`src/hw/rtl/min_priority_queue_top_assert.svh`:
```
// ----------------------------------------------------------------------------
// min_priority_queue_top assertion macros
// Concurrent assertion wrappers, compiled out for synthesis.
// ----------------------------------------------------------------------------
`ifndef MIN_PRIORITY_QUEUE_TOP_ASSERT_SVH
`define MIN_PRIORITY_QUEUE_TOP_ASSERT_SVH

`ifndef SYNTHESIS

// same-cycle implication
`define MPQ_ASSERT_NOW(label, ante, cons) \
   label: assert property (@(posedge clock) disable iff (reset) (ante) |-> (cons)) \
      else $error("mpq assertion failed");

// next-cycle implication
`define MPQ_ASSERT_NEXT(label, ante, cons) \
   label: assert property (@(posedge clock) disable iff (reset) (ante) |=> (cons)) \
      else $error("mpq assertion failed");

`else

`define MPQ_ASSERT_NOW(label, ante, cons)
`define MPQ_ASSERT_NEXT(label, ante, cons)

`endif

`endif

```
`src/hw/rtl/mpq_pkg.sv`:
```
// ----------------------------------------------------------------------------
// mpq_pkg
// Shared types and codes of the minimum priority queue.
// ----------------------------------------------------------------------------
package mpq_pkg;

   localparam int VALUE_W = 32;

   // operation codes carried in req_tuser
   localparam logic [1:0] OP_INSERT = 2'd0;
   localparam logic [1:0] OP_DELETE = 2'd1;
   localparam logic [1:0] OP_PEEK   = 2'd2;

   // status codes carried in rsp_tuser
   localparam logic [1:0] ST_OK    = 2'd0;
   localparam logic [1:0] ST_EMPTY = 2'd1;
   localparam logic [1:0] ST_FULL  = 2'd2;

   localparam logic signed [VALUE_W-1:0] EMPTY_VALUE = -32'sd1;

   // contents of one cell
   typedef struct packed {
      logic                      valid;
      logic signed [VALUE_W-1:0] value;
   } slot_type;

   // command broadcast to every cell
   typedef struct packed {
      logic                      ins;
      logic                      del;
      logic signed [VALUE_W-1:0] value;
   } cmd_type;

endpackage

```
`src/hw/rtl/mpq_cell.sv`:
```
// ----------------------------------------------------------------------------
// mpq_cell
// One slot of the sorted chain; shifts toward the tail on insert, toward the
// head on delete.
// ----------------------------------------------------------------------------
module mpq_cell (
   input  logic              clock,
   input  logic              reset,
   input  mpq_pkg::cmd_type  cmd,
   input  mpq_pkg::slot_type left_slot,
   input  logic              left_gt,
   input  mpq_pkg::slot_type right_slot,
   output mpq_pkg::slot_type slot,
   output logic              gt
);
   import mpq_pkg::*;

   logic                      valid_ff;
   logic                      valid_in;
   logic signed [VALUE_W-1:0] value_ff;
   logic signed [VALUE_W-1:0] value_in;

   // new word belongs at or ahead of this slot; strict so equal keys keep order
   assign gt = !valid_ff || ($signed(cmd.value) < $signed(value_ff));

   always_comb begin
      valid_in = valid_ff;
      value_in = value_ff;
      if (cmd.ins && gt) begin
         if (left_gt) begin
            valid_in = left_slot.valid;
            value_in = left_slot.value;
         end else begin
            valid_in = 1'b1;
            value_in = cmd.value;
         end
      end else if (cmd.del) begin
         valid_in = right_slot.valid;
         value_in = right_slot.value;
      end
   end

   always_ff @(posedge clock) begin
      if (reset) begin
         valid_ff <= 1'b0;
      end else begin
         valid_ff <= valid_in;
      end
   end

   always_ff @(posedge clock) begin
      value_ff <= value_in;
   end

   assign slot = '{valid: valid_ff, value: value_ff};

endmodule
```
`config.mk`:
```
export PLATFORM = sky130hd
export DESIGN_NAME = mpq_cell
export DESIGN_NICKNAME = d
export VERILOG_FILES = /design/src/hw/rtl/min_priority_queue_top_assert.svh /design/src/hw/rtl/mpq_pkg.sv /design/src/hw/rtl/mpq_cell.sv
export SDC_FILE = /design/constraint.sdc
export NUM_CORES = 1
export LEC_CHECK = 0
export CAP_MARGIN = 15
export CORE_MARGIN = 3
export CORE_UTILIZATION = 40
export DETAILED_ROUTE_END_ITERATION = 8
export DONT_BUFFER_PORTS = 1
export GPL_TIMING_DRIVEN = 0
export HOLD_SLACK_MARGIN = 0.03
export PLACE_DENSITY = 0.62
export SLEW_MARGIN = 20
export SYNTH_ARGS = -nofsm -noshare
export SYNTH_HDL_FRONTEND = slang
export SYNTH_SLANG_ARGS = --single-unit
```
`constraint.sdc`:
```
create_clock -name clock -period 2.9 [get_ports clock]
set_input_delay 0 -clock clock [delete_from_list [all_inputs] [get_ports clock]]
set_output_delay 0 -clock clock [all_outputs]
set_load 0.01 [all_outputs]
```
==> impl_results.md <==
- Status: finished clean
- Distinct cells, synth: 35
- Num Clock Sinks: 33
- Sequential area share after synthesis: 0.348
- Grt met2 use: 0.282
- Vias in the first global route: around 2100
- Wire length per cell: approximately 19 µm
- Via/cell ratio: around 5.2
- Final hold viol count: 0
- M3 GR Usage: 0.0751
- Synth Instances: 230
- Final Util: 0.552
- Leakage: between 1.5 and 2 nW
- Pwr/cell area: 590 nW/µm²
- CTS root buf: clkbuf_8
- Reg-to-reg slack, setup: roughly 0.088 ns
- Yosys reg bits: 33
- Drt pass-1 iters: 6
- Hpwl dp: 5.04 mm
- Worst-path maximum fanout: 5
- Syn-to-layout area delta: 28.6%
- Via Count: between 1500 and 2000
- Max clock buf depth: 2
- FILL cells: between 500 and 600
- Critical path launch point type: register
- Post-Route Skew: between 0.002 and 0.003 ns
- Syn Nets: about 360
- Initial Util: 0.429
- Placed Cells: 323
- Syn avg cell area: 12.3 µm²
- # IOs: between 100 and 150
- Setup_tns: 0 ns
- H-Tree Depth: 2
- Grt ovf: 0
- Ys flop type: edfxtp_1
- Final WL: about 7 mm
- Core area: 6570 µm²
- CTS Buf Count: 5
- PortBufs: 0
- Hold WS: ~0.057 ns
- Gpl congestion: between 0.7 and 0.8
- Layout cells sized above 1: 0.384
- Max Fclk: roughly 360 MHz
- CP endpoint kind: register
- Remaining antenna violation count after routing: 0
- Mapped cell area: 2820 µm²
- Clk Latency, worst-skew pair: between 0.2 and 0.3 ns
- Rows: 29
- CTS tree: built
- GRT Util Overall: 0.162
- WS Path Type: reg2reg
- Die ar.: ~8000 µm²
- Starting DRC count in detailed routing: 58
- Final period util: 0.970
- Required @ worst endpoint: 2.94 ns
- Met1 Track Usage GR: 0.181
- Minimum clock period: 2.81 ns
- Max Cap Viol: 0
- Diode count: 0
- Most frequent cells in the layout: dlygate4sd3_1 (36), mux2_2 (36), inv_1 (32), edfxtp_1 (32), mux2_4 (28)
- Worst Max-Slew Pin Slew: 0.517 ns
- Final Slew Violations: 0
- Busiest grt layer: met2
- Hold Crit Class: in2reg
- RSZ-0062 raised after global routing: yes
- Max-slew headroom: 0.654
- Die Y: about 90 µm
- Ys async rst share: 0
- CP Data Arrival Time: around 2.9 ns
- Post-Layout Cell Count: 377
- Count of final setup violators: 0
- Drt drc: 0
- First-pass GRT wire length: around 10 mm
- Yosys warns: 0
- Initial antenna violation count: 0
- Largest net degree at the start of global routing: 17
- DIE WIDTH: approximately 90 µm
- Post-synth EDFFs: 32
- Worst VDD drop: around 280 µV
- NumNets Final: 417
- Clock slew at reported path FFs: ~0.070 ns
[state kept, by name, indices dropped and copies added, names as in the netlist]
| signal | count |
|---|---|
| value_ff | 32 |
| valid_ff | 1 |
[report_power, final]
part | leakage (nW) | switching (mW) | internal (mW) | total [mW]
Combinational | 1.21 | 0.410 | 0.529 | 0.939
Sequential | 0.334 | 0.145 | 0.690 | 0.834
Clock | 0.0455 | 0.170 | 0.194 | 0.364
[cell usage after synthesis, types with 2 or more instances]
library cell | count | area share
a21oi_1 | 12 | 0.021
a221oi_2 | 2 | 0.011
buf_12 | 3 | 0.021
dlygate4sd3_1 | 2 | 0.0071
edfxtp_1 | 32 | 0.34
ha_1 | 31 | 0.14
inv_1 | 34 | 0.045
mux2_2 | 36 | 0.14
mux2_4 | 28 | 0.15
nand2_1 | 11 | 0.015
nand3_1 | 3 | 0.0053
nand4_1 | 5 | 0.011
nor2_1 | 3 | 0.0040
o21ai_0 | 6 | 0.011
or2_2 | 2 | 0.0044
[metal layers]
layer | routed length, µm | up-vias | share of wire
li1 | - | 956 | -
met1 | 2730 | 898 | 0.39
met2 | 3500 | 90 | 0.50
met3 | 658 | 7 | 0.094
met4 | 84 | 0 | 0.012
met5 | 0 | - | 0
[critical path, stage by stage, from the launching register on]
cell and delay, ns:
edfxtp_1 0.46, inv_2 0.07, ha_4 0.27, nand4_1 0.15
nor4_4 0.36, a221oi_4 0.12, a211o_2 0.38, o221ai_4 0.11
buf_8 0.19, clkbuf_16 0.16, mux2_4 0.29
[repair_timing]
item / 4_1_cts / 5_1_grt
cloned: 1 / 2
resized for setup: 5 / 17
hold buffers: 34 / 0
pin swaps: 5 / 11
setup buffers: 2 / 7
endpoints found under the hold margin: 33 / 0
setup endpoints to repair: 60 / 55
[through the flow]
step	area, µm²	power [mW]	setup WS (ns)
final	3620	2.14	0.0879
after global routing	3620	2.29	-0.0123
after CTS	3410	2.03	0.0109
after detailed placement	2930	1.59	-0.545
after global placement	2930	1.57	-0.515
after floorplan	2820	1.43	0.0524
[final cells by class]
class,instances,area (µm²),area share
Buffer,8,100,0.0276
Clock buffer,8,90.1,0.0249
Inverter,34,128,0.0352
Multi-Input combinational cell,156,1740,0.481
Sequential cell,33,981,0.271
Tap cell,93,116,0.0321
Timing Repair Buffer,45,465,0.128
[kinds of logic after synthesis]
group	share of synthesized area
compound gates	0.0804
fa+ha+maj	0.138
buf+inv	0.0808
flops	0.348
mux	0.297
simple gates	0.0564
[final timing paths]
path              depth (start not counted)            to    startpoint
setup / recovery                         10  value_ff[22]  value_ff[31]
setup reg to reg                         10  value_ff[22]  value_ff[31]
hold / removal                            2  value_ff[23]       cmd[23]
hold reg to reg                           2      valid_ff      valid_ff
Note: power is estimated with default switching activity, not from simulation.
